## src/dhlt_pkg.sv

```systemverilog
package dhlt_pkg;

   localparam int CORDIC_STEPS = 30;
   localparam int VEC_FRAC     = 30;
   localparam int VEC_W        = 32;
   localparam int ANGLE_W      = 16;
   localparam int WRAP_W       = 34;

   // angles in q5.29, wide enough for the wrap by two pi
   localparam logic signed [WRAP_W-1:0] ANG_PI      = 34'sd1686629713;
   localparam logic signed [WRAP_W-1:0] ANG_HALF_PI = 34'sd843314856;
   localparam logic signed [WRAP_W-1:0] ANG_TWO_PI  = 34'sd3373259426;

   // inverse cordic gain in q2.30
   localparam logic signed [VEC_W-1:0] CORDIC_GAIN = 32'sd652032875;

   typedef struct packed {
      logic signed [VEC_W-1:0] x;
      logic signed [VEC_W-1:0] y;
      logic signed [VEC_W-1:0] z;
      logic                    neg;
   } cordic_lane_type;

   // atan(2^-step) in q3.29
   function automatic logic signed [VEC_W-1:0] atan_q29(input int step);
      case (step)
         0:  return 32'sd421657428;
         1:  return 32'sd248918915;
         2:  return 32'sd131521918;
         3:  return 32'sd66762579;
         4:  return 32'sd33510843;
         5:  return 32'sd16771758;
         6:  return 32'sd8387925;
         7:  return 32'sd4194219;
         8:  return 32'sd2097141;
         9:  return 32'sd1048575;
         10: return 32'sd524288;
         11: return 32'sd262144;
         12: return 32'sd131072;
         13: return 32'sd65536;
         14: return 32'sd32768;
         15: return 32'sd16384;
         16: return 32'sd8192;
         17: return 32'sd4096;
         18: return 32'sd2048;
         19: return 32'sd1024;
         20: return 32'sd512;
         21: return 32'sd256;
         22: return 32'sd128;
         23: return 32'sd64;
         24: return 32'sd32;
         25: return 32'sd16;
         26: return 32'sd8;
         27: return 32'sd4;
         28: return 32'sd2;
         29: return 32'sd1;
         default: return '0;
      endcase
   endfunction

endpackage

```

## src/dhlt_cordic_cell.sv

```systemverilog
module dhlt_cordic_cell #(
   parameter int STAGE        = 0,
   parameter int LENGTH_WIDTH = 32
) (
   input  logic                           clock,
   input  logic                           reset,
   input  logic                           up_vld,
   output logic                           up_rdy,
   input  logic signed [LENGTH_WIDTH-1:0] up_len,
   input  logic signed [LENGTH_WIDTH-1:0] up_off,
   input  dhlt_pkg::cordic_lane_type      up_alpha,
   input  dhlt_pkg::cordic_lane_type      up_theta,
   output logic                           dn_vld,
   input  logic                           dn_rdy,
   output logic signed [LENGTH_WIDTH-1:0] dn_len,
   output logic signed [LENGTH_WIDTH-1:0] dn_off,
   output dhlt_pkg::cordic_lane_type      dn_alpha,
   output dhlt_pkg::cordic_lane_type      dn_theta
);
   import dhlt_pkg::*;

   logic                           vld_ff;
   logic signed [LENGTH_WIDTH-1:0] len_ff, off_ff;
   cordic_lane_type                alpha_ff, alpha_in, theta_ff, theta_in;

   // one micro-rotation, direction from the sign of the residual angle
   function automatic cordic_lane_type rotate(input cordic_lane_type lane);
      cordic_lane_type         r;
      logic signed [VEC_W-1:0] dx, dy;
      dx = lane.y >>> STAGE;
      dy = lane.x >>> STAGE;
      if (!lane.z[VEC_W-1]) begin
         r.x = lane.x - dx;
         r.y = lane.y + dy;
         r.z = lane.z - atan_q29(STAGE);
      end else begin
         r.x = lane.x + dx;
         r.y = lane.y - dy;
         r.z = lane.z + atan_q29(STAGE);
      end
      r.neg = lane.neg;
      return r;
   endfunction

   always_comb begin
      alpha_in = rotate(up_alpha);
      theta_in = rotate(up_theta);
   end

   assign up_rdy = !vld_ff || dn_rdy;

   always_ff @(posedge clock) begin
      if (reset) begin
         vld_ff <= 1'b0;
      end else if (up_rdy) begin
         vld_ff <= up_vld;
      end
   end

   always_ff @(posedge clock) begin
      if (up_rdy && up_vld) begin
         len_ff   <= up_len;
         off_ff   <= up_off;
         alpha_ff <= alpha_in;
         theta_ff <= theta_in;
      end
   end

   assign dn_vld   = vld_ff;
   assign dn_len   = len_ff;
   assign dn_off   = off_ff;
   assign dn_alpha = alpha_ff;
   assign dn_theta = theta_ff;

endmodule

```

## config.mk

```make
export PLATFORM = sky130hd
export DESIGN_NAME = dhlt_cordic_cell
export DESIGN_NICKNAME = d
export VERILOG_FILES = /design/src/dhlt_pkg.sv /design/src/dhlt_cordic_cell.sv
export SDC_FILE = /design/constraint.sdc
export NUM_CORES = 1
export LEC_CHECK = 0
export BUFFER_PORTS_ARGS = -buffer_cell sky130_fd_sc_hd__buf_2
export CELL_PAD_IN_SITES_DETAIL_PLACEMENT = 0
export CELL_PAD_IN_SITES_GLOBAL_PLACEMENT = 2
export CORE_MARGIN = 5
export CORE_UTILIZATION = 33
export DETAILED_ROUTE_END_ITERATION = 16
export PLACE_DENSITY = 0.86
export SYNTH_ARGS = -nofsm -noshare
export SYNTH_HDL_FRONTEND = slang
export SYNTH_SLANG_ARGS = --single-unit
```

## constraint.sdc

```tcl
create_clock -name clock -period 8.9 [get_ports clock]
set_clock_uncertainty 0.05 [all_clocks]
set_input_delay 0.445 -clock clock [delete_from_list [all_inputs] [get_ports clock]]
set_output_delay 0.445 -clock clock [all_outputs]
set_load 0.02 [all_outputs]
```

==> metrics.md <==
| Metric | Value |
|---|---|
| Max Cap Viol | 0 |
| Effective utilization at floorplan | 0.3316 |
| Post-CTS setup buffers | 0 |
| Tot GR Track Use | 0.2155 |
| Status | complete, no violations |
| Critical path start-end classification | input pin to flop |
| Initial antenna violation count | 10 |
| DRT met1 WL | 33090 µm |
| # port buffers | 521 |
| Hold_sp | up_len[17] |
| Yosys warns | 0 |
| Critical R2R Launch | dn_vld |
| Max incr delay on CP | 0.63 ns |
| DRT Pass-1 Iters | 5 |
| Vias per cell | 5.346 |
| Commonest non-fill, non-tap cell in the layout | buf_2 |
| CP Launch Point | up_alpha[37] |
| Met3 WL | 5022 µm |
| CP Capture Type | flop |
| P_leak | 11.68 nW |
| PostCTS Resize Cnt | 0 |
| Num CTS Buffers | 34 |
| Core box area | 64120 µm² |
| Crit path max fanout | 15 |
| Final Cycle Share | 0.4283 |
| Clk slew on worst S/H paths | 0.06 ns |
| Root Driver | clkbuf_16 |
| Post-synth EDFFs | 256 |
| RSZ-0062 raised after global routing | false |
| Setup TNS | 0 ns |
| Library cells used by synthesis | 82 |
| # clock sinks | 257 |
| Sequential area share after synthesis | 0.3625 |
| Gr ovfl total | 0 |
| Routed len/inst | 21.49 µm |
| Cell Pwr Density | 170.8 nW/µm² |
| Clock buffer depth | 3 |
| Die height | 263.8 µm |
| Layout area overhead | 24.19% |
| Tightest Pin Transition | 1.132 ns |
| Tmin final | 3.812 ns |
| Remaining routing DRC violations | 0 |
| Number of fill cells | 6395 |
| CTS tree | yes |
| Share of post-route cells with drive strength above 1 | 0.2118 |
| Post-Syn Instances | 2293 |
| Final Total Pwr | 4.511 mW |
| Die width | 263.8 µm |
| Cell Area, Synth | 21260 µm² |
| Crit start category | input pin |
| Gpl congestion | 0.9144 |
| Slowest CP cell | o31ai_1 |
| Antenna viol nets, final | 0 |
| Worst Path Required | 9.13 ns |
| Post-synth top flop | edfxtp_1 |
| Rows | 93 |
| Largest net degree at the start of global routing | 94 |
| Synth async-reset ratio | 0 |
| Critical-path cell list | buf_2 -> inv_1 -> ha_1 -> a2111oi_0 -> a211oi_1 -> o211ai_1 -> a21boi_0 -> a21oi_1 -> o31ai_1 -> a2111oi_0 -> a211oi_1 -> xor2_1 |
| Fin area | 26400 µm² |
| Fin nets | 3345 |
| Placed Area | 24610 µm² |
| Commonest cells after routing, fill and taps aside | 520 x buf_2, 256 x edfxtp_1, 244 x ha_1 |
| CTS H-Tree Depth | 2 |
| Final Max Tran Viols | 0 |
| Yosys top cell area share | 0.3616 |
| Fin cells | 3717 |
| Max VDD drop | 109.4 µV |
| Hold_buf cts | 65 |
| Met2 wire length | 38890 µm |
| Final hold viol count | 0 |
| Via count of the routed design | 19870 |
| Synth area leaders | edfxtp_1 36%, ha_1 14%, a21oi_1 5.6%, xnor2_1 5.4%, nor2_1 3.6% |
| Top Metal Used | met5 |
| WP data arrival | 4.04 ns |
| HP Class | input pin to flop |
| DP Cell Count | 3585 |
| Worst-skew pair later-pin latency | 0.54 ns |
| Syn_nets | 2807 |
| Final wirelength | 79860 µm |
| Setup-failing EPs final | 0 |
| Max Freq | 0.2623 GHz |
| Die area | 69600 µm² |
| Yosys reg bits | 257 |
| I/O pin count | 522 |
| Slew margin rel. | 0.2452 |
| Area leader, netlist | edfxtp_1 |
| Mean post-synth cell area | 9.271 µm² |
| First-pass GRT wire length | 119700 µm |
| Post-DP HPWL | 63090 µm |
| Vias in the first global route | 19778 |
| Fin util | 0.4118 |
| Number of DRC markers in iteration 0 | 1376 |
==> registers in the layout, indices dropped and copies added (netlist names) <==
register	flops
dn_alpha	96
dn_theta	96
dn_len	32
dn_off	32
dn_vld	1
==> worst max-delay path: cells and delay by family <==
family / cells / cell delay, ns
adders and majority gates: 1 / 0.62
buffers and inverters: 2 / 0.16
xor gates and xnor gates: 1 / 0.11
AOI/OAI and AO/OA: 8 / 2.71
==> final cells by class <==
type | count | area (µm²) | share of cell area
Multi-Input combinational cell | 1737 | 12390 | 0.4694
Sequential cell | 257 | 7707 | 0.2919
Clock inverter | 18 | 241.5 | 0.009146
Clock buffer | 43 | 884.6 | 0.03351
Antenna cell | 6 | 15.01 | 0.0005687
Inverter | 209 | 784.5 | 0.02971
Timing Repair Buffer | 592 | 3306 | 0.1252
Tap cell | 855 | 1070 | 0.04052
==> final timing paths <==
kind / end / slack, ns / cells past startpoint
setup / recovery: dn_alpha[60] / 5.09 / 12
hold / removal: dn_len[17] / 0.04 / 1
setup reg to reg: dn_theta[41] / 6.32 / 3
hold reg to reg: dn_vld / 0.47 / 2
==> cell families after synthesis <==
kind of cell    count (synthesis)  share of synthesized area
buf+inv                       299                    0.05462
fa+ha+maj                     252                     0.1511
simple gates                  554                     0.1243
flops                         257                     0.3625
mux                            29                    0.01371
compound gates                732                     0.2236
xor+xnor                      170                    0.07004
==> stage by stage <==
stage / setup WS [ns] / hold slack, ns
2_1_floorplan: 1.646 / 0.4641
3_3_place_gp: 4.664 / 0.4528
3_5_place_dp: 4.643 / 0.4654
4_1_cts: 5.261 / 0.0008684
5_1_grt: 5.006 / 0.003852
6_report: 5.088 / 0.03683
==> cells in the mapped netlist (6+ instances only) <==
library cell	instances
edfxtp_1	256
ha_1	244
a21oi_1	237
nor2_1	206
inv_1	203
o21ai_0	142
xnor2_1	132
nand2_1	103
a21o_1	60
clkbuf_1	51
nor3_1	48
o21bai_1	39
xor2_1	38
nor2b_1	37
nand3_1	33
a211oi_1	29
mux2i_1	28
o21a_1	27
o31ai_1	24
a31oi_1	23
nand2b_1	23
nand4_1	20
buf_1	19
o211ai_1	19
buf_2	16
nor4_1	16
and2_1	14
and3_1	14
a211o_1	10
o31a_1	10
or3_1	10
a21boi_0	8
a41oi_1	8
fa_1	8
a311oi_1	7
a221oi_1	6
a311o_1	6
clkinv_1	6
o41ai_1	6
==> where the power goes <==
part           switching, mW  total, mW  internal (mW)
logic                  0.982       1.52          0.542
registers             0.0460       1.58           1.53
clock network          0.573       1.41          0.834
==> routing by layer <==
metal  vias to the layer above  global-route usage
met4                         6             0.07063
met3                       133             0.03958
met5                         -                   0
met1                      9576              0.2695
li1                       9421                   -
met2                       734              0.3767
Note: power is estimated with default switching activity, not from simulation.
