<file path="config.mk">
export PLATFORM = sky130hd
export DESIGN_NAME = dhlt_prep
export DESIGN_NICKNAME = d
export VERILOG_FILES = /design/src/dhlt_pkg.sv /design/src/dhlt_prep.sv
export SDC_FILE = /design/constraint.sdc
export NUM_CORES = 1
export LEC_CHECK = 0
export BUFFER_PORTS_ARGS = -buffer_cell sky130_fd_sc_hd__buf_2
export CORE_AREA = 2 2 182 184
export CTS_BUF_LIST = sky130_fd_sc_hd__clkbuf_2 sky130_fd_sc_hd__clkbuf_4 sky130_fd_sc_hd__clkbuf_8
export DETAILED_ROUTE_END_ITERATION = 8
export DIE_AREA = 0 0 184 186
export GPL_ROUTABILITY_DRIVEN = 0
export PLACE_DENSITY = 0.46
export SLEW_MARGIN = 40
export SYNTH_ARGS = -nofsm -noshare
export SYNTH_HDL_FRONTEND = slang
export SYNTH_SLANG_ARGS = --single-unit
</file>
<file path="constraint.sdc">
create_clock -name clock -period 8.7 [get_ports clock]
set_input_delay 1.74 -clock clock [delete_from_list [all_inputs] [get_ports clock]]
set_output_delay 1.74 -clock clock [all_outputs]
set_load 0.01 [all_outputs]
</file>
<file path="src/dhlt_pkg.sv">
package dhlt_pkg;

   localparam int CORDIC_STEPS = 30;
   localparam int VEC_FRAC     = 30;
   localparam int VEC_W        = 32;
   localparam int ANGLE_W      = 16;
   localparam int WRAP_W       = 34;

   // angles in q5.29, wide enough for the wrap by two pi
   localparam logic signed [WRAP_W-1:0] ANG_PI      = 34'sd1686629713;
   localparam logic signed [WRAP_W-1:0] ANG_HALF_PI = 34'sd843314856;
   localparam logic signed [WRAP_W-1:0] ANG_TWO_PI  = 34'sd3373259426;

   // inverse cordic gain in q2.30
   localparam logic signed [VEC_W-1:0] CORDIC_GAIN = 32'sd652032875;

   typedef struct packed {
      logic signed [VEC_W-1:0] x;
      logic signed [VEC_W-1:0] y;
      logic signed [VEC_W-1:0] z;
      logic                    neg;
   } cordic_lane_type;

   // atan(2^-step) in q3.29
   function automatic logic signed [VEC_W-1:0] atan_q29(input int step);
      case (step)
         0:  return 32'sd421657428;
         1:  return 32'sd248918915;
         2:  return 32'sd131521918;
         3:  return 32'sd66762579;
         4:  return 32'sd33510843;
         5:  return 32'sd16771758;
         6:  return 32'sd8387925;
         7:  return 32'sd4194219;
         8:  return 32'sd2097141;
         9:  return 32'sd1048575;
         10: return 32'sd524288;
         11: return 32'sd262144;
         12: return 32'sd131072;
         13: return 32'sd65536;
         14: return 32'sd32768;
         15: return 32'sd16384;
         16: return 32'sd8192;
         17: return 32'sd4096;
         18: return 32'sd2048;
         19: return 32'sd1024;
         20: return 32'sd512;
         21: return 32'sd256;
         22: return 32'sd128;
         23: return 32'sd64;
         24: return 32'sd32;
         25: return 32'sd16;
         26: return 32'sd8;
         27: return 32'sd4;
         28: return 32'sd2;
         29: return 32'sd1;
         default: return '0;
      endcase
   endfunction

endpackage

</file>
<file path="src/dhlt_prep.sv">
module dhlt_prep #(
   parameter int LENGTH_WIDTH = 32
) (
   input  logic                                clock,
   input  logic                                reset,
   input  logic                                up_vld,
   output logic                                up_rdy,
   input  logic signed [LENGTH_WIDTH-1:0]      up_len,
   input  logic signed [LENGTH_WIDTH-1:0]      up_off,
   input  logic signed [dhlt_pkg::ANGLE_W-1:0] up_twist,
   input  logic signed [dhlt_pkg::ANGLE_W-1:0] up_joint,
   output logic                                dn_vld,
   input  logic                                dn_rdy,
   output logic signed [LENGTH_WIDTH-1:0]      dn_len,
   output logic signed [LENGTH_WIDTH-1:0]      dn_off,
   output dhlt_pkg::cordic_lane_type           dn_alpha,
   output dhlt_pkg::cordic_lane_type           dn_theta
);
   import dhlt_pkg::*;

   logic                           vld_ff;
   logic signed [LENGTH_WIDTH-1:0] len_ff, off_ff;
   cordic_lane_type                alpha_ff, alpha_in, theta_ff, theta_in;

   // wrap into plus or minus pi, then fold into the right half plane
   function automatic cordic_lane_type fold(input logic signed [ANGLE_W-1:0] code);
      logic signed [WRAP_W-1:0] z;
      cordic_lane_type          lane;
      z        = WRAP_W'(code) <<< 16;
      lane.neg = 1'b0;
      if (z > ANG_PI) begin
         z = z - ANG_TWO_PI;
      end else if (z < -ANG_PI) begin
         z = z + ANG_TWO_PI;
      end
      if (z > ANG_HALF_PI) begin
         z        = z - ANG_PI;
         lane.neg = 1'b1;
      end else if (z < -ANG_HALF_PI) begin
         z        = z + ANG_PI;
         lane.neg = 1'b1;
      end
      lane.x = CORDIC_GAIN;
      lane.y = '0;
      lane.z = z[VEC_W-1:0];
      return lane;
   endfunction

   always_comb begin
      alpha_in = fold(up_twist);
      theta_in = fold(up_joint);
   end

   assign up_rdy = !vld_ff || dn_rdy;

   always_ff @(posedge clock) begin
      if (reset) begin
         vld_ff <= 1'b0;
      end else if (up_rdy) begin
         vld_ff <= up_vld;
      end
   end

   always_ff @(posedge clock) begin
      if (up_rdy && up_vld) begin
         len_ff   <= up_len;
         off_ff   <= up_off;
         alpha_ff <= alpha_in;
         theta_ff <= theta_in;
      end
   end

   assign dn_vld   = vld_ff;
   assign dn_len   = len_ff;
   assign dn_off   = off_ff;
   assign dn_alpha = alpha_ff;
   assign dn_theta = theta_ff;

endmodule

</file>
==> impl_results.md, run 1 <==
* Met1 usage at 15.3%
* Logic gate share of total power at 27.1%
* Int Power at 0.00115 W
* PortBufs at 231
* Final setup violation count at 0
* Routed vias at 6072
* Hold WC Path Type: reg2reg
* Slowest cell on the critical path: ha_1
* Cell taking the most area after synthesis: edfxtp_1
* EDFF count, synth at 116
* DIE AREA at 34200 sq um
* FP Rows at 66
* Share of cells above drive strength 1 at 30.1%
* Post-synthesis cell count at 772
* Met2 Use GR at 19.8%
* P_sw at 0.000568 W
* Worst Path Required at 8.87 ns
* Nets at 1084
* Crit path capture type: register
* Max cap viols at 0
* Min Hold Slack at 0.522 ns
* Vias in the first global route at 5541
* Final Cycle Share at 72.5%
* Slew @ Worst Pin at 0.773 ns
* Cell Area, Synth at 7920 sq um
* Chip Height at 186 um
* Crit-path max cell delay at 0.73 ns
* Worst-path clk slew at 0.07 ns
* All-layer global routing usage at 12.0%
* Result of the run: completed
* Clk buf depth at 2
* WL per Instance at 15.4 um
* Synth Register Bits at 117
* Yosys top cell area share at 44.0%
* Top cells by area, synth: edfxtp_1 (44%), buf_4 (14%), xnor2_1 (4.4%)
* Global routing's busiest layer: met2
* DR DRC count at 0
* Clock Latency Late Sink at 0.45 ns
* Initial antenna violation count at 0
* Setup crit start kind: primary input
* Die W at 184 um
* Router iterations before antenna repair at 4
* H-tree depth at 4
* CTS buffer count at 17
* Final wirelength at 21.5 mm
* Initial Utilization at 24.6%
* Clock Sinks at 117
* Layout Skew at 0.0143 ns
* Sequential power share at 41.5%
* Arrival @ worst endpoint at 6.48 ns
* Worst slew margin at 48.4%
* Critical-path maximum fanout at 22
* Root Buffer: clkbuf_8
* IO Pins at 360
* Fmax at 158 MHz
* Pleak at 3.94 nW
* First-pass GRT wire length at 31.7 mm
* Most frequent cell after synthesis: buf_4
* Clock share of power at 31.4%
* Yosys warns at 0
* Switching share of total power at 33.0%
* Fin. max-slew vios at 0
* Max IR drop VDD at 0.0779 mV
* GR met3 Demand/Resource at 3.17%
* Critical path class: in2reg
* Asr flop ratio synth at 0%
* Worst path cell trace: buf_2 > inv_1 > ha_1 > nand2b_1 > a41o_1 > a31oi_1 > nor2_1 > o31a_1 > ha_1 > inv_1 > or3_1 > o211ai_2 > a21boi_1 > a211o_1 > nand3_1 > nand2_1 > o21ai_0 > xor2_1
* Iter 0 DRT Violations at 341
* Min Tclk post-route at 6.31 ns
* P&R area growth vs syn at 16.9%
* DPL Wire Length at 16.5 mm
* Ys flop type: edfxtp_1
* Core Area at 32200 sq um
* Vias per cell at 4.36
* Cts repair resizes at 0
* Overflow after GRT at 0
* Synth unique cells at 85
* RSZ-0062 raised after global routing: no
* Final TNS setup at 0 ns
* Count of final hold-check violations at 0
* CTS Hold Buffers Added at 0
* Syn Area/Cell at 10.3 sq um
* Register area share after synthesis at 44.2%
* Post-CTS Setup Inserts at 0
* Antenna Cells at 0
* Largest net degree at the start of global routing at 61
* PD cells at 186 nW/um^2
* Antenna-violating nets left at 0
* Top post-synthesis cells by count: buf_4 (146), edfxtp_1 (116), nor2_1 (52), nand2_1 (49), xnor2_1 (40)
* CTS tree: done
[final timing paths]
path / startpoint / endpoint / slack [ns] / depth (start not counted)
max: up_joint[0] / dn_theta[28] / 2.39 / 18
min: dn_vld / dn_vld / 0.52 / 2
max reg2reg: dn_vld / dn_len[10] / 6.61 / 4
min reg2reg: dn_vld / dn_vld / 0.52 / 2
[per-layer routing]
metal,share of wire [%],up-vias
met3,7.7,18
met2,47,282
met4,1.2,0
met5,0,-
met1,44,2843
li1,-,2929
[cell type report]
cell class | count | area (sq um)
Clock buffer | 18 | 241
Clock inverter | 14 | 173
Fill cell | 3441 | 22900
Inverter | 22 | 82.6
Multi-Input combinational cell | 579 | 3550
Sequential cell | 117 | 3500
Tap cell | 408 | 510
Timing Repair Buffer | 235 | 1200
[power by group through the flow]
stage	registers (W)	clock network, W	logic (W)
final	0.000715	0.000542	0.000466
after global routing	0.000720	0.000586	0.000517
after CTS	0.000716	0.000566	0.000467
after detailed placement	0.000729	0	0.000465
after global placement	0.000728	0	0.000466
after floorplan	0.000761	0	0.000327
[sequential cells by signal, indices dropped and copies added (netlist names)]
name and flops:
dn_vld 1, dn_theta 26, dn_alpha 26, dn_len 32, dn_off 32
[per-stage QoR]
step	power, W	setup WS, ns	instances	util (%)	area [sq um]
final	0.00172	2.39	1393	28.8	9260
after global routing	0.00182	1.98	1393	28.8	9260
after CTS	0.00175	2.12	1391	28.7	9230
after detailed placement	0.00119	1.63	1359	27.4	8820
after global placement	0.00119	1.77	1359	27.4	8820
after floorplan	0.00109	2.89	898	-	8390
[critical path: cells and delay by family]
kind / cells / cell delay, ns
simple gates: 5 / 1.18
fa+ha+maj: 2 / 0.94
compound gates: 7 / 1.74
xor+xnor: 1 / 0.17
buf+inv: 3 / 0.67
[cell families (layout without fill, tap and decap cells)]
group	count (synthesis)	in the layout	share of synthesized area [%]
mux	16	16	2.18
other cells	2	128	0.0948
simple gates	192	192	12.2
fa+ha+maj	12	12	1.90
compound gates	170	170	15.4
buf+inv	202	289	17.0
xor+xnor	61	61	7.03
flops	117	117	44.2
[cell usage in the layout (no fill, tap or decap), types with 4 or more instances in the layout]
cell,instances
a211o_1,5
a211oi_1,4
a21oi_1,28
a31o_2,5
a31oi_1,10
a41o_1,4
and2_1,4
and3_1,12
buf_2,231
clkbuf_8,17
clkinvlp_4,4
conb_1,128
edfxtp_1,116
ha_1,12
inv_1,19
inv_6,5
mux2i_1,15
nand2_1,49
nand2b_1,10
nand3_1,18
nand4_1,5
nor2_1,52
nor3_1,8
o211ai_1,9
o21ai_0,32
o21ai_1,5
o21bai_1,4
o22ai_1,10
o311ai_0,4
o31a_1,4
or3_1,9
xnor2_1,40
xor2_1,18
Power figures use the tool's default switching activity.
==> inputs of run 2 (changes only) <==
clock period = 6.4 ns   (was 8.7 ns; I/O delays follow)
==> run 2 against run 1 <==
Effect of this change:
- combinational power is 38% higher
- hold slack lost 0.00056 ns
- largest cell class unchanged
- sequential power rose by 36%
- non-clock buffer count increased by 12
- largest power group unchanged
- final cell count is 0.79% higher
- clock skew is 0.0066 ns higher
- register-to-register slack got worse by 2.4 ns
- design area up 0.80%
- critical path depth unchanged
- critical endpoint is now dn_alpha[32]
- worst setup slack lost 1.4 ns
==> impl_results.md, run 2 (same netlist as run 1, synthesis figures left out) <==
* Result of the run: completed
* Final wirelength at 21.4 mm (-0.65%)
* Overflow after GRT at 0 (unchanged)
* DPL Wire Length at 16.9 mm (+2.4%)
* Pleak at 3.99 nW (+1.3%)
* Fmax at 185 MHz
* Routed vias at 6120 (+0.79%)
* Worst Path Required at 6.70 ns (-2.17 ns)
* Layout Skew at 0.0210 ns (+0.00664 ns)
* Routed wl met3 at 1.75 mm (+5.4%)
* Cts repair resizes at 0 (unchanged)
* Critical-path maximum fanout at 19 (-14%)
* FP Rows at 66 (unchanged)
* DR DRC count at 0 (unchanged)
* Commonest non-fill, non-tap cells in the layout: buf_2 (231), conb_1 (128), edfxtp_1 (116)
* CTS tree: done
* Nets at 1096 (+1.1%)
* Crit path capture type: register
* Setup crit start kind: primary input
* Top layer in use: met4
* R2R cell count at 4 (unchanged)
* Total power at 0.00230 W (+34%)
* Hold WC Path Type: reg2reg
* Dpl cell area at 8950 sq um (+1.5%)
* DIE AREA at 34200 sq um (unchanged)
* Critical path class: in2reg
* First-pass GRT wire length at 31.7 mm (unchanged)
* Vias in the first global route at 5689 (+2.7%)
* Initial antenna violation count at 0 (unchanged)
* Count of final hold-check violations at 0 (unchanged)
* Filler cells at 3448 (+0.20%)
* WL per Instance at 15.2 um (-1.4%)
* All-layer global routing usage at 12.1% (+0.026 points)
* Antenna-violating nets left at 0 (unchanged)
* PD cells at 247 nW/um^2 (+33%)
* PortBufs at 231 (unchanged)
* Share of cells above drive strength 1 at 30.9% (+0.87 points)
* Clk buf depth at 2 (unchanged)
* Min Hold Slack at 0.521 ns (-0.000557 ns)
* Final setup violation count at 0 (unchanged)
* Max IR drop VDD at 0.108 mV (+38%)
* Fin. max-slew vios at 0 (unchanged)
* Clock Latency Late Sink at 0.45 ns (about the same)
* Wl on met1 at 9.14 mm (-3.8%)
* Core Area at 32200 sq um (unchanged)
* Die W at 184 um (unchanged)
* P&R area growth vs syn at 17.9%
* Chip Height at 186 um (unchanged)
* H-tree depth at 4 (unchanged)
* Post-CTS Setup Inserts at 0 (unchanged)
* IO Pins at 360 (unchanged)
* Vias per cell at 4.36 (about the same)
* Largest net degree at the start of global routing at 47 (-23%)
* Min Tclk post-route at 5.41 ns
* Max cap viols at 0 (unchanged)
* CTS Hold Buffers Added at 0 (unchanged)
* R2r setup slk at 4.25 ns (-2.36 ns)
* CTS buffer count at 17 (unchanged)
* Worst-path clk slew at 0.09 ns (+0.02 ns)
* Worst slew margin at 52.6% (+4.1 points)
* Metal2 WL at 10.2 mm (+1.2%)
* Iter 0 DRT Violations at 261 (-23%)
* Root Buffer: clkbuf_8
* Min-Delay Path Depth at 2 (unchanged)
* Arrival @ worst endpoint at 5.71 ns (-0.77 ns)
* Clock Sinks at 117 (unchanged)
* Final TNS setup at 0 ns (unchanged)
* Most common cell after layout, fill and taps aside: buf_2
* Fin area at 9340 sq um (+0.80%)
* Antenna Cells at 0 (unchanged)
* Initial Utilization at 24.6% (unchanged)
* RSZ-0062 raised after global routing: no
* Router iterations before antenna repair at 5 (+1)
* Final Cycle Share at 84.5%
* Slew @ Worst Pin at 0.707 ns (-0.0668 ns)
-- run 2: cell count changes in the layout (fill, tap and decap cells not counted) --
cell | before | now
bufinv_16 | 3 | 2
buf_12 | 1 | 2
clkinv_1 | 1 | 0
clkinv_4 | 0 | 1
buf_4 | 2 | 14
buf_6 | 1 | 0
-- run 2: critical path: stages --
cell,delay (ns)
buf_2,0.12
inv_1,0.10
ha_1,0.28
or2b_1,0.30
a41o_1,0.25
a31o_2,0.24
a311oi_1,0.26
nor2_1,0.07
ha_1,0.46
buf_4,0.29
and3_1,0.18
mux2i_1,0.11
xnor2_1,0.34
a211oi_1,0.19
o211ai_2,0.60
o311ai_0,0.29
or2_1,0.27
o211ai_1,0.08
-- run 2: layout make-up --
type / instances / area, sq um / share of cell area [%]
multi-input combinational: 579 / 3550 / 38.0
sequential: 117 / 3500 / 37.5
timing repair buffer: 247 / 1300 / 13.9
tap: 408 / 510 / 5.47
clock buffer: 18 / 241 / 2.59
clock inverter: 13 / 148 / 1.58
inverter: 22 / 82.6 / 0.884
-- run 2: layer usage --
| metal | GRT usage (%) | up-vias |
|---|---|---|
| li1 | - | 2955 |
| met4 | 3.55 | 0 |
| met3 | 2.76 | 14 |
| met5 | 0 | - |
| met1 | 14.8 | 2839 |
| met2 | 21.0 | 312 |
-- run 2: where the power goes --
part	switching [W]	internal (W)
sequential	0.0000216	0.000950
clock	0.000332	0.000353
combinational	0.000408	0.000237
total	0.000762	0.00154
-- run 2: worst paths after layout --
kind                     from           end
setup / recovery  up_twist[0]  dn_alpha[32]
hold / removal         dn_vld        dn_vld
setup reg to reg       dn_vld    dn_len[17]
hold reg to reg        dn_vld        dn_vld
-- run 2: per-stage QoR --
stage | util [%] | cells | worst slack [ns]
3_3_place_gp | 27.7 | 1372 | 0.614
2_1_floorplan | - | 898 | 1.05
6_report | 29.0 | 1404 | 0.993
5_1_grt | 29.0 | 1404 | 0.568
3_5_place_dp | 27.8 | 1373 | 0.536
4_1_cts | 29.0 | 1404 | 1.06
